--- src/rtl/core/rtdp_pkg.sv ---
`timescale 1ns / 1ps
// ----------------------------------------------------------------------------
// rtdp_pkg
// Shared constants, types and the reply byte table of the RPC-with-TLS probe
// detector.
// ----------------------------------------------------------------------------
package rtdp_pkg;

  localparam int unsigned BufferBytes = 16384;
  localparam int unsigned CountW      = $clog2(BufferBytes + 1);

  // Byte positions in the first record of the stream
  localparam int unsigned MarkerEnd   = 3;
  localparam int unsigned XidEnd      = 7;
  localparam int unsigned AuthFirst   = 28;
  localparam int unsigned FlavorLow   = 31;
  localparam int unsigned ProbeBytes  = 44;
  localparam int unsigned MarkerBytes = 4;

  localparam logic [7:0] AuthFlavorTls = 8'd7;

  localparam int unsigned ReplyBytes = 36;
  localparam int unsigned ReplyIdxW  = $clog2(ReplyBytes);
  localparam logic [ReplyIdxW-1:0] ReplyLastIdx = ReplyIdxW'(ReplyBytes - 1);

  typedef enum logic [1:0] {
    VERDICT_WAIT  = 2'd0,
    VERDICT_PROBE = 2'd1,
    VERDICT_PASS  = 2'd2
  } verdict_e;

  // Evaluation outcome of one accepted beat
  typedef struct packed {
    logic     report;  // one result beat with the verdict
    logic     reply;   // start the STARTTLS reply
    verdict_e verdict;
  } rtdp_eval_t;

  // One result beat
  typedef struct packed {
    logic [7:0] out_byte;
    logic       byte_valid;
    logic [1:0] verdict;
    logic       last;
  } rtdp_res_t;

  // STARTTLS reply: record marker, xid echo, REPLY/ACCEPTED, flavor 0
  // verifier carrying "STARTTLS", SUCCESS
  function automatic logic [7:0] reply_byte(input logic [ReplyIdxW-1:0] idx,
                                            input logic [31:0]          xid);
    logic [7:0] b;
    b = 8'h00;
    case (idx)
      6'd0:    b = 8'h80;
      6'd3:    b = 8'h20;
      6'd4:    b = xid[31:24];
      6'd5:    b = xid[23:16];
      6'd6:    b = xid[15:8];
      6'd7:    b = xid[7:0];
      6'd11:   b = 8'h01;
      6'd23:   b = 8'h08;
      6'd24:   b = 8'h53; // S
      6'd25:   b = 8'h54; // T
      6'd26:   b = 8'h41; // A
      6'd27:   b = 8'h52; // R
      6'd28:   b = 8'h54; // T
      6'd29:   b = 8'h54; // T
      6'd30:   b = 8'h4C; // L
      6'd31:   b = 8'h53; // S
      default: b = 8'h00;
    endcase
    return b;
  endfunction

endpackage

--- src/rtl/core/rtdp_if.sv ---
`timescale 1ns / 1ps
// ----------------------------------------------------------------------------
// rtdp_in_if / rtdp_out_if
// Valid/ready channels for received stream bytes and for result beats.
// ----------------------------------------------------------------------------
interface rtdp_in_if;
  logic       valid;
  logic       ready;
  logic [7:0] in_byte;
  logic       chunk_end;

  modport source (output valid, output in_byte, output chunk_end, input ready);
  modport sink   (input valid, input in_byte, input chunk_end, output ready);
endinterface

interface rtdp_out_if;
  logic       valid;
  logic       ready;
  logic [7:0] out_byte;
  logic       byte_valid;
  logic [1:0] verdict;
  logic       last;

  modport source (output valid, output out_byte, output byte_valid,
                  output verdict, output last, input ready);
  modport sink   (input valid, input out_byte, input byte_valid,
                  input verdict, input last, output ready);
endinterface

--- src/rtl/core/rtdp_parser.sv ---
`timescale 1ns / 1ps
// ----------------------------------------------------------------------------
// rtdp_parser
// Counts stream bytes, captures record marker and xid, checks the credential
// and verifier words and gives the sticky verdict at each chunk end.
// ----------------------------------------------------------------------------
module rtdp_parser (
  input  logic                clk_i,
  input  logic                rst_ni,
  input  logic                take_i,
  input  logic [7:0]          in_byte_i,
  input  logic                chunk_end_i,
  output rtdp_pkg::rtdp_eval_t eval_o,
  output logic [31:0]         xid_o
);

  logic [rtdp_pkg::CountW-1:0] count_q, count_d;
  logic [23:0]                 shift_q, shift_d;
  logic [31:0]                 xid_q, xid_d;
  logic [30:0]                 len_q, len_d;
  logic                        lastfrag_q, lastfrag_d;
  logic                        match_q, match_d;
  rtdp_pkg::verdict_e          decision_q, decision_d;

  logic                        full;
  logic                        take_byte;
  logic [31:0]                 word;
  logic [7:0]                  expected;
  rtdp_pkg::verdict_e          verdict_now;
  logic [rtdp_pkg::CountW-1:0] body_len;

  assign full      = (count_q == rtdp_pkg::CountW'(rtdp_pkg::BufferBytes));
  assign take_byte = take_i && !full;
  assign word      = {shift_q, in_byte_i};
  assign expected  = (count_q == rtdp_pkg::CountW'(rtdp_pkg::FlavorLow))
                     ? rtdp_pkg::AuthFlavorTls : 8'h00;

  always_comb begin
    count_d    = count_q;
    shift_d    = shift_q;
    xid_d      = xid_q;
    len_d      = len_q;
    lastfrag_d = lastfrag_q;
    match_d    = match_q;
    if (take_byte) begin
      count_d = count_q + rtdp_pkg::CountW'(1);
      shift_d = word[23:0];
      if (count_q == rtdp_pkg::CountW'(rtdp_pkg::MarkerEnd)) begin
        lastfrag_d = word[31];
        len_d      = word[30:0];
      end else if (count_q == rtdp_pkg::CountW'(rtdp_pkg::XidEnd)) begin
        xid_d = word;
      end
      if (count_q >= rtdp_pkg::CountW'(rtdp_pkg::AuthFirst) &&
          count_q <  rtdp_pkg::CountW'(rtdp_pkg::ProbeBytes) &&
          in_byte_i != expected) begin
        match_d = 1'b0;
      end
    end
  end

  // Verdict from the state as it stands after this byte
  assign body_len = count_d - rtdp_pkg::CountW'(rtdp_pkg::MarkerBytes);

  always_comb begin
    if (count_d < rtdp_pkg::CountW'(rtdp_pkg::MarkerBytes)) begin
      verdict_now = rtdp_pkg::VERDICT_WAIT;
    end else if (!lastfrag_d) begin
      verdict_now = rtdp_pkg::VERDICT_PASS;
    end else if (count_d < rtdp_pkg::CountW'(rtdp_pkg::ProbeBytes) ||
                 31'(body_len) < len_d) begin
      verdict_now = rtdp_pkg::VERDICT_WAIT;
    end else if (match_d && count_d == rtdp_pkg::CountW'(rtdp_pkg::ProbeBytes)) begin
      verdict_now = rtdp_pkg::VERDICT_PROBE;
    end else begin
      verdict_now = rtdp_pkg::VERDICT_PASS;
    end
  end

  always_comb begin
    decision_d     = decision_q;
    eval_o.report  = 1'b0;
    eval_o.reply   = 1'b0;
    eval_o.verdict = decision_q;
    if (take_i && chunk_end_i) begin
      if (decision_q == rtdp_pkg::VERDICT_WAIT) begin
        decision_d     = verdict_now;
        eval_o.verdict = verdict_now;
        if (verdict_now == rtdp_pkg::VERDICT_PROBE) begin
          eval_o.reply = 1'b1;
        end else begin
          eval_o.report = 1'b1;
        end
      end else begin
        eval_o.report = 1'b1;
      end
    end
  end

  assign xid_o = xid_q;

  always_ff @(posedge clk_i or negedge rst_ni) begin
    if (!rst_ni) begin
      count_q    <= '0;
      shift_q    <= '0;
      xid_q      <= '0;
      len_q      <= '0;
      lastfrag_q <= 1'b0;
      match_q    <= 1'b1;
      decision_q <= rtdp_pkg::VERDICT_WAIT;
    end else begin
      count_q    <= count_d;
      shift_q    <= shift_d;
      xid_q      <= xid_d;
      len_q      <= len_d;
      lastfrag_q <= lastfrag_d;
      match_q    <= match_d;
      decision_q <= decision_d;
    end
  end

endmodule

--- src/rtl/core/rpc_tls_probe_detector_unit.sv ---
`timescale 1ns / 1ps
// ----------------------------------------------------------------------------
// rpc_tls_probe_detector_unit
// Detects the RPC-with-TLS probe (auth flavor 7) at the head of a
// record-marked ONC RPC byte stream and answers it with the STARTTLS reply.
// ----------------------------------------------------------------------------
// One stream byte is taken per cycle, but the input is held off while the
// reply streams out or the skid stage is full. A beat without chunk_end
// gives no result; a chunk end gives one result beat with the verdict
// (0 waiting, 1 probe, 2 pass-through), except the chunk end that first
// recognizes the probe, which gives the 36 reply beats one per cycle while
// the output takes them, the xid echoed in bytes 4 to 7. A skid stage
// ahead of the output keeps the input flowing while one result waits in
// the output register. Verdicts are sticky; bytes past 16384 are dropped.
// ----------------------------------------------------------------------------
module rpc_tls_probe_detector_unit (
  input  logic       clk_i,
  input  logic       rst_ni,
  rtdp_in_if.sink    in_i,
  rtdp_out_if.source out_o
);

  rtdp_pkg::rtdp_eval_t        eval;
  logic [31:0]                 xid;
  logic                        in_ready;
  logic                        accept;

  logic                        reply_busy_q, reply_busy_d;
  logic [rtdp_pkg::ReplyIdxW-1:0] reply_idx_q, reply_idx_d;

  logic                        push_valid;
  rtdp_pkg::rtdp_res_t         push_res;
  logic                        up_ready;

  logic                        out_valid_q, out_valid_d;
  rtdp_pkg::rtdp_res_t         out_q, out_d;
  logic                        skid_valid_q, skid_valid_d;
  rtdp_pkg::rtdp_res_t         skid_q, skid_d;

  assign up_ready = !skid_valid_q;
  assign in_ready = !reply_busy_q && up_ready;
  assign accept   = in_i.valid && in_ready;
  assign in_i.ready = in_ready;

  rtdp_parser u_parser (
    .clk_i       (clk_i),
    .rst_ni      (rst_ni),
    .take_i      (accept),
    .in_byte_i   (in_i.in_byte),
    .chunk_end_i (in_i.chunk_end),
    .eval_o      (eval),
    .xid_o       (xid)
  );

  // Result source: reply sequencer first, else the verdict beat
  always_comb begin
    reply_busy_d = reply_busy_q;
    reply_idx_d  = reply_idx_q;
    push_valid   = 1'b0;
    push_res     = '0;
    if (reply_busy_q) begin
      push_valid          = 1'b1;
      push_res.out_byte   = rtdp_pkg::reply_byte(reply_idx_q, xid);
      push_res.byte_valid = 1'b1;
      push_res.verdict    = rtdp_pkg::VERDICT_PROBE;
      push_res.last       = (reply_idx_q == rtdp_pkg::ReplyLastIdx);
      if (up_ready) begin
        if (reply_idx_q == rtdp_pkg::ReplyLastIdx) begin
          reply_busy_d = 1'b0;
          reply_idx_d  = '0;
        end else begin
          reply_idx_d = reply_idx_q + rtdp_pkg::ReplyIdxW'(1);
        end
      end
    end else if (accept && eval.reply) begin
      reply_busy_d = 1'b1;
      reply_idx_d  = '0;
    end else if (accept && eval.report) begin
      push_valid       = 1'b1;
      push_res.verdict = eval.verdict;
      push_res.last    = 1'b1;
    end
  end

  // Output register with skid stage
  always_comb begin
    out_valid_d  = out_valid_q;
    out_d        = out_q;
    skid_valid_d = skid_valid_q;
    skid_d       = skid_q;
    if (out_o.ready || !out_valid_q) begin
      if (skid_valid_q) begin
        out_valid_d  = 1'b1;
        out_d        = skid_q;
        skid_valid_d = 1'b0;
      end else begin
        out_valid_d = push_valid;
        out_d       = push_res;
      end
    end else if (push_valid && up_ready) begin
      skid_valid_d = 1'b1;
      skid_d       = push_res;
    end
  end

  assign out_o.valid      = out_valid_q;
  assign out_o.out_byte   = out_q.out_byte;
  assign out_o.byte_valid = out_q.byte_valid;
  assign out_o.verdict    = out_q.verdict;
  assign out_o.last       = out_q.last;

  always_ff @(posedge clk_i or negedge rst_ni) begin
    if (!rst_ni) begin
      reply_busy_q <= 1'b0;
      reply_idx_q  <= '0;
      out_valid_q  <= 1'b0;
      skid_valid_q <= 1'b0;
    end else begin
      reply_busy_q <= reply_busy_d;
      reply_idx_q  <= reply_idx_d;
      out_valid_q  <= out_valid_d;
      skid_valid_q <= skid_valid_d;
    end
  end

  always_ff @(posedge clk_i) begin
    out_q  <= out_d;
    skid_q <= skid_d;
  end

  // A held beat in the skid stage implies the output register is full
  assert property (@(posedge clk_i) disable iff (!rst_ni)
    skid_valid_q |-> out_valid_q)
    else $error("skid stage full while output register empty");

  // No input beat is taken while the reply streams out
  assert property (@(posedge clk_i) disable iff (!rst_ni)
    reply_busy_q |-> !in_i.ready)
    else $error("input taken during reply");

  // A reply always starts at its first byte
  assert property (@(posedge clk_i) disable iff (!rst_ni)
    $rose(reply_busy_q) |-> reply_idx_q == '0)
    else $error("reply started mid-sequence");

  // Reply bytes only ever carry the probe verdict
  assert property (@(posedge clk_i) disable iff (!rst_ni)
    (out_valid_q && out_q.byte_valid) |-> out_q.verdict == rtdp_pkg::VERDICT_PROBE)
    else $error("reply byte without probe verdict");

endmodule

--- src/flat_wrapper.sv ---
// flat-port wrapper written by rule: the top's interface ports become plain ports
module rpc_tls_probe_detector_unit_flat 
  (clk_i, rst_ni, in_i_valid, in_i_in_byte, in_i_chunk_end, in_i_ready, out_o_valid, out_o_out_byte, out_o_byte_valid, out_o_verdict, out_o_last, out_o_ready);
  rtdp_in_if in_i_i ();
  rtdp_out_if out_o_i ();
  input  logic clk_i;
  input  logic rst_ni;
  input wire logic [$bits(in_i_i.valid)-1:0] in_i_valid;
  input wire logic [$bits(in_i_i.in_byte)-1:0] in_i_in_byte;
  input wire logic [$bits(in_i_i.chunk_end)-1:0] in_i_chunk_end;
  output wire logic [$bits(in_i_i.ready)-1:0] in_i_ready;
  output wire logic [$bits(out_o_i.valid)-1:0] out_o_valid;
  output wire logic [$bits(out_o_i.out_byte)-1:0] out_o_out_byte;
  output wire logic [$bits(out_o_i.byte_valid)-1:0] out_o_byte_valid;
  output wire logic [$bits(out_o_i.verdict)-1:0] out_o_verdict;
  output wire logic [$bits(out_o_i.last)-1:0] out_o_last;
  input wire logic [$bits(out_o_i.ready)-1:0] out_o_ready;
  assign in_i_i.valid = in_i_valid;
  assign in_i_i.in_byte = in_i_in_byte;
  assign in_i_i.chunk_end = in_i_chunk_end;
  assign in_i_ready = in_i_i.ready;
  assign out_o_valid = out_o_i.valid;
  assign out_o_out_byte = out_o_i.out_byte;
  assign out_o_byte_valid = out_o_i.byte_valid;
  assign out_o_verdict = out_o_i.verdict;
  assign out_o_last = out_o_i.last;
  assign out_o_i.ready = out_o_ready;
  rpc_tls_probe_detector_unit u_core (.clk_i(clk_i), .rst_ni(rst_ni), .in_i(in_i_i), .out_o(out_o_i));
endmodule
--- config.mk ---
export PLATFORM = sky130hd
export DESIGN_NAME = rpc_tls_probe_detector_unit_flat
export DESIGN_NICKNAME = d
export VERILOG_FILES = /design/src/rtl/core/rtdp_pkg.sv /design/src/rtl/core/rtdp_if.sv /design/src/rtl/core/rtdp_parser.sv /design/src/rtl/core/rpc_tls_probe_detector_unit.sv /design/src/flat_wrapper.sv
export SDC_FILE = /design/constraint.sdc
export NUM_CORES = 1
export LEC_CHECK = 0
export BUFFER_PORTS_ARGS = -buffer_cell sky130_fd_sc_hd__buf_2
export CORE_MARGIN = 5
export CORE_UTILIZATION = 55
export DETAILED_ROUTE_END_ITERATION = 6
export PLACE_DENSITY = 0.72
export SYNTH_ARGS = -nofsm -noshare
export SYNTH_HDL_FRONTEND = slang
export SYNTH_HIERARCHICAL = 1
export SYNTH_SLANG_ARGS = --single-unit
export TNS_END_PERCENT = 10
--- constraint.sdc ---
create_clock -name clk_i -period 9.26 [get_ports clk_i]
set_input_delay 0.926 -clock clk_i [delete_from_list [all_inputs] [get_ports clk_i]]
set_output_delay 0.926 -clock clk_i [all_outputs]
set_load 0.005 [all_outputs]
==> impl_metrics.py, run 1 <==
metrics = {
    "status": {
        "run_status": "finished clean",
    },
    "global_routing": {
        "overflow": 0,
        "top_usage_layer": "met2",
        "grt_use_met3_pct": 4.89,
        "grt_antenna_before_repair": 0,
        "track_usage_pct": 21.6,
        "globalRouteMet2Util_pct": 33.2,
        "grtUsageMet1_pct": 30.0,
        "grt_max_degree": 73,
        "first_global_vias": 5076,
        "grt_pass1_wl_um": 26700,
    },
    "timing": {
        "max_slew_margin_pct": 40.5,
        "slew_violations": 0,
        "period_share_pct": 65.6,
        "layout_min_cycle_time_ns": 6.08,
        "worst_pin_slew_ns": 0.893,
        "hold_violations": 0,
        "setup_tns_ns": 0,
        "clock.fmax_mhz": 165,
        "setup_slack_ns": 3.18,
        "rsz0062_at_grt": "no",
        "whs_ns": 0.491,
        "skew_ns": 0.00762,
        "setup_violations": 0,
    },
    "logic_synthesis": {
        "synth.avg_cell_area_um2": 11.4,
        "synth-edff-count": 24,
        "seq_area_frac_synth_pct": 50.1,
        "yosys.area.top_type": "dfrtp_1",
        "synth.cell_area_um2": 7190,
        "synthCells": 632,
        "async_flop_share_pct": 82.7,
        "ys_types": 68,
        "synth_seq_cells": 139,
        "yosysWarnings": 6,
        "synth_top_area_share_pct": 39.7,
        "syn-num-nets": 668,
        "synth_top_flop_cell": "dfrtp_1",
        "synth_area_leaders": "dfrtp_1, mux2_2, edfxtp_1",
    },
    "power": {
        "vdd_drop_max_uv": 138,
        "pwr_density_cell_nw_per_um2": 216,
        "p_leak_nw": 3.84,
        "finalPower_mw": 1.72,
    },
    "cells_and_area": {
        "final_nets": 682,
        "fillers": 1023,
        "syn_to_final_growth_pct": 11.2,
        "drive_above_1_share_pct": 22.8,
        "final_util_pct": 62.8,
        "regArea_um2": 3600,
        "n_antenna_cell": 0,
        "multiInputGateArea_um2": 3290,
    },
    "detailed_routing": {
        "drtIter0Drc": 502,
        "avgRoutedWirePerCell_um": 19.9,
        "final_antenna_net_count": 0,
        "viasPerCell": 6.19,
        "vias": 5138,
        "drt_pass1_iterations": 5,
        "drc": 0,
        "wirelength_um": 16500,
    },
    "clock_tree": {
        "hold_buffers": 0,
        "cts-root-buf": "clkbuf_16",
        "cts_tree": "done",
        "cts_resized": 0,
        "clk_pin_slew_ns": 0.06,
        "cts_buffer_depth": 2,
        "post-cts-setup-buffers": 0,
        "cts_made_buffers": 17,
        "cts_sinks": 139,
        "clkLatencyLatePin_ns": 0.42,
        "cts-htree-levels": 4,
    },
    "worst_setup_path": {
        "cp_slowest_cell": "dfrtp_1",
        "endpoint_kind": "register",
        "critPathLaunchType": "register",
        "cp_data_required_time_ns": 9.38,
        "critPathKind": "register to register",
        "crit_path_max_fanout": 29,
        "arrival_ns": 6.20,
        "crit_path_max_incr_delay_ns": 0.70,
        "path_cells": "nor2_1, and2_1, and3_1, xnor2_1, a31oi_1, nor4_1, o21ai_0, a22oi_1, xnor2_1, ha_1, o21ai_0, nand2b_1, a31oi_1, nor2b_1, o31a_1, o21a_1, a31oi_1, nand2_1, nor2_1, nor2_1, nor3_1, buf_4",
    },
    "die": {
        "dieArea_um2": 15500,
        "die_h_um": 124,
        "rows": 41,
        "die_x_um": 124,
        "io_pins": 27,
        "floorplan.initialDensity_pct": 56.5,
        "core-area_um2": 12700,
    },
    "place": {
        "dpl_worst_slack_ns": 3.25,
        "routabilityCongestion": 0.908,
        "hpwl_um": 11600,
        "io_buffers": 26,
    },
    "flow_run": {
        "drv_cap": 0,
    },
    "min_path": {
        "hold_class": "register to register",
    },
}
==> critical path: cells and delay by family, from the launching register on <==
| kind | cells | cell delay (ns) |
|---|---|---|
| compound gates | 8 | 1.66 |
| buf+inv | 1 | 0.27 |
| flops | 1 | 0.70 |
| xor+xnor | 2 | 0.31 |
| fa+ha+maj | 1 | 0.28 |
| simple gates | 10 | 2.56 |
==> synthesized netlist by cell type (all sizes together) (9+ instances only) <==
| library cell | count |
|---|---|
| mux2 | 76 |
| ha | 23 |
| inv | 37 |
| mux2i | 20 |
| a21oi | 16 |
| clkbuf | 21 |
| and3 | 11 |
| nor4 | 19 |
| dfrtp | 114 |
| nand4 | 12 |
| nor3 | 11 |
| nor2 | 29 |
| nand3 | 12 |
| xnor2 | 17 |
| a22oi | 9 |
| edfxtp | 24 |
| buf | 16 |
| nand2 | 28 |
| o21ai | 9 |
==> registers in the layout (all words and copies together), names as in the netlist <==
register	cells
u_core/u_parser/len_q	31
u_core/reply_idx_q	6
u_core/u_parser/count_q	15
u_core/reply_busy_q	1
u_core/out_o.last	1
u_core/out_o.valid	1
u_core/out_o.out_byte	8
u_core/u_parser/lastfrag_q	1
u_core/u_parser/shift_q	24
u_core/u_parser/decision_q	2
u_core/skid_valid_q	1
u_core/out_o.byte_valid	1
u_core/out_o.verdict	2
u_core/u_parser/xid_o	32
u_core/skid_q	12
u_core/u_parser/match_q	1
==> per-layer routing <==
layer,wire [µm],vias to the layer above
met4,382,0
met5,0,-
li1,-,2353
met3,1000,32
met2,7710,206
met1,7420,2547
==> cell type report <==
class                   instances  area share (%)
flip-flops and latches        139            45.0
multi-input cells             419            41.2
clock buffers                  21            5.64
well taps                     172            2.69
repair buffers                 32            2.22
inverters                      37            1.74
clock inverters                10            1.49
==> through the flow <==
stage	std cells	instance area [µm²]
3_5_place_dp	799	7420
5_1_grt	830	7990
4_1_cts	830	7990
2_1_floorplan	632	7190
3_3_place_gp	799	7420
6_report	830	7990
==> cells in the final DEF (no fill, tap or decap), drive strengths merged, types with 4 or more instances in the layout <==
cell type,count
a31oi,7
o211ai,4
nand2,28
nor2b,4
and3,11
buf,32
nand4,12
o21ai,9
a21oi,16
xor2,8
ha,23
and2,6
and4,5
a22oi,9
a21o,6
nor4,19
nor2,29
or4,8
mux2,76
nand3,12
inv,39
or3,7
clkbuf,21
dfrtp,114
nor3,11
or2,7
xnor2,17
mux2i,20
o21a,5
o31ai,8
edfxtp,24
o2bb2ai,4
nand2b,7
clkinv,6
==> path summary, 6_finish.rpt <==
path                       slack (ns)  depth (start not counted)                   endpoint                 startpoint
max in group asynchronous        7.53                          2        u_core/skid_valid_q                     rst_ni
setup reg to reg                 3.18                         22          u_core/skid_q[11]        u_core/skid_valid_q
min in group asynchronous        0.63                          1      u_core/reply_idx_q[3]                     rst_ni
setup / recovery                 3.18                         22          u_core/skid_q[11]        u_core/skid_valid_q
hold / removal                   0.49                          2  u_core/u_parser/len_q[12]  u_core/u_parser/len_q[12]
hold reg to reg                  0.49                          2  u_core/u_parser/len_q[12]  u_core/u_parser/len_q[12]
==> power by group <==
| part | switching [mW] | internal, mW |
|---|---|---|
| Combinational | 0.196 | 0.156 |
| Sequential | 0.0581 | 0.654 |
| Clock | 0.257 | 0.403 |
==> logic make-up after synthesis <==
kind of cell	after synthesis	synth area share, %
flops	139	50.1
mux	96	14.7
fa+ha+maj	23	4.00
xor+xnor	25	3.05
compound gates	98	10.3
buf+inv	74	4.09
simple gates	177	13.8
(Power assumes the default switching activity.)
==> run 2: changes to the inputs <==
Clock period 9.26 ns to 6.4 ns, I/O delays scaled along.
==> impl_metrics.py, run 2 (synthesized netlist as in run 1, its figures left out) <==
metrics = {
    "timing": {
        "setup_tns_ns": 0,
        "layout_min_cycle_time_ns": 5.80,
        "period_share_pct": 90.7,
        "setup_violations": 0,
        "worst_pin_slew_ns": 0.941,
        "hold_violations": 0,
        "clock.fmax_mhz": 172,
        "skew_ns": 0.00893,
        "slew_violations": 0,
        "max_slew_margin_pct": 37.3,
        "whs_ns": 0.288,
        "rsz0062_at_grt": "no",
    },
    "cells_and_area": {
        "n_antenna_cell": 0,
        "final_cell_mix": "dfrtp_1, mux2_2, inv_1, nor2_1, nand2_1",
        "drive_above_1_share_pct": 23.4,
        "syn_to_final_growth_pct": 12.0,
        "layout_commonest_cell": "dfrtp_1",
        "largest_register_ffs": 32,
        "final_area_um2": 8050,
        "final_nets": 685,
        "layout.cells.non_filler": 833,
    },
    "power": {
        "pwr_density_cell_nw_per_um2": 316,
        "vdd_drop_max_uv": 296,
        "finalPower_mw": 2.54,
        "p_leak_nw": 3.86,
    },
    "clock_tree": {
        "clkLatencyLatePin_ns": 0.42,
        "cts-root-buf": "clkbuf_16",
        "cts_made_buffers": 17,
        "clk_pin_slew_ns": 0.06,
        "cts_sinks": 139,
        "cts_buffer_depth": 2,
        "cts_resized": 0,
        "hold_buffers": 0,
        "cts_tree": "done",
        "post-cts-setup-buffers": 0,
        "cts-htree-levels": 4,
    },
    "global_routing": {
        "first_global_vias": 5060,
        "grt_pass1_wl_um": 27000,
        "overflow": 0,
        "grt_antenna_before_repair": 0,
        "grt_max_degree": 60,
        "track_usage_pct": 21.9,
    },
    "die": {
        "floorplan.initialDensity_pct": 56.5,
        "die_h_um": 124,
        "dieArea_um2": 15500,
        "io_pins": 27,
        "rows": 41,
        "core-area_um2": 12700,
        "die_x_um": 124,
    },
    "worst_setup_path": {
        "critPathKind": "register to register",
        "crit_path_max_fanout": 18,
        "endpoint_kind": "register",
        "cp_data_required_time_ns": 6.52,
        "arrival_ns": 5.93,
        "critPathLaunchType": "register",
    },
    "place": {
        "place_area_um2": 7450,
        "dp_cells": 802,
        "io_buffers": 26,
        "hpwl_um": 11800,
        "routabilityCongestion": 0.935,
    },
    "detailed_routing": {
        "drtIter0Drc": 521,
        "wirelength_um": 16600,
        "avgRoutedWirePerCell_um": 19.9,
        "drc": 0,
        "drt_pass1_iterations": 5,
        "vias": 5149,
        "viasPerCell": 6.18,
        "final_antenna_net_count": 0,
    },
    "min_path": {
        "hold_class": "input pin to async pin",
    },
    "flow_run": {
        "drv_cap": 0,
    },
    "status": {
        "run_status": "finished clean",
    },
}
[run 2: cell types whose count changed in the layout (fill, tap and decap cells not counted)]
cell,change
clkbuf_16,+1
inv_4,+1
clkinvlp_4,+1
inv_6,+2
buf_4,+3
clkinv_2,-2
clkinv_4,-1
clkbuf_1,-2
[run 2: area by class of cell]
class / instances / area [µm²]
Sequential cell: 139 / 3600
Inverter: 37 / 139
Multi-Input combinational cell: 419 / 3290
Tap cell: 172 / 215
Timing Repair Buffer: 35 / 200
Clock buffer: 20 / 468
Clock inverter: 11 / 131
Fill cell: 1035 / 4680
[run 2: through the flow]
| stage | util [%] | setup WS (ns) |
|---|---|---|
| detailed placement | 58.5 | 0.713 |
| floorplan | - | 0.880 |
| global route | 63.2 | 0.128 |
| CTS | 63.2 | 0.661 |
| global placement | 58.5 | 0.877 |
| finish | 63.2 | 0.596 |
[run 2: critical path, stage by stage, from the launching register on]
cell and delay [ns]:
dfrtp_1 0.52, nor2_1 0.24, and2_1 0.40, nand2_1 0.22
or4_1 0.55, or3_1 0.72, buf_4 0.39, mux2i_1 0.24
ha_1 0.27, nand2_1 0.12, o211ai_1 0.10, a31oi_1 0.19
nor2b_1 0.09, o31a_1 0.33, o21a_1 0.24, a31oi_1 0.17
nand2_1 0.09, nor2_1 0.14, nor2_1 0.05, nor3_1 0.22
buf_4 0.22
[run 2: metal layers]
| metal | vias to the layer above | routed length [µm] | track usage (%) |
|---|---|---|---|
| met4 | 0 | 329 | 8.25 |
| met1 | 2630 | 7800 | 32.1 |
| met3 | 20 | 856 | 4.03 |
| met2 | 151 | 7590 | 32.3 |
| met5 | - | 0 | 0 |
| li1 | 2348 | - | - |
[run 2: power by group]
group	internal, mW	switching [mW]	total (mW)	leakage, nW
registers	0.946	0.0846	1.03	1.76
logic	0.230	0.290	0.519	1.82
clock network	0.611	0.380	0.991	0.293
[run 2: path summary, 6_finish.rpt]
check	start	to	slack (ns)	cells after the start
setup / recovery	u_core/reply_busy_q	u_core/skid_q[4]	0.60	20
hold / removal	rst_ni	u_core/reply_idx_q[2]	0.29	1
setup reg to reg	u_core/reply_busy_q	u_core/skid_q[4]	0.60	20
hold reg to reg	u_core/u_parser/len_q[2]	u_core/u_parser/len_q[2]	0.50	2
max in group asynchronous	rst_ni	u_core/u_parser/len_q[14]	4.90	2
min in group clk_i	u_core/u_parser/len_q[2]	u_core/u_parser/len_q[2]	0.50	2
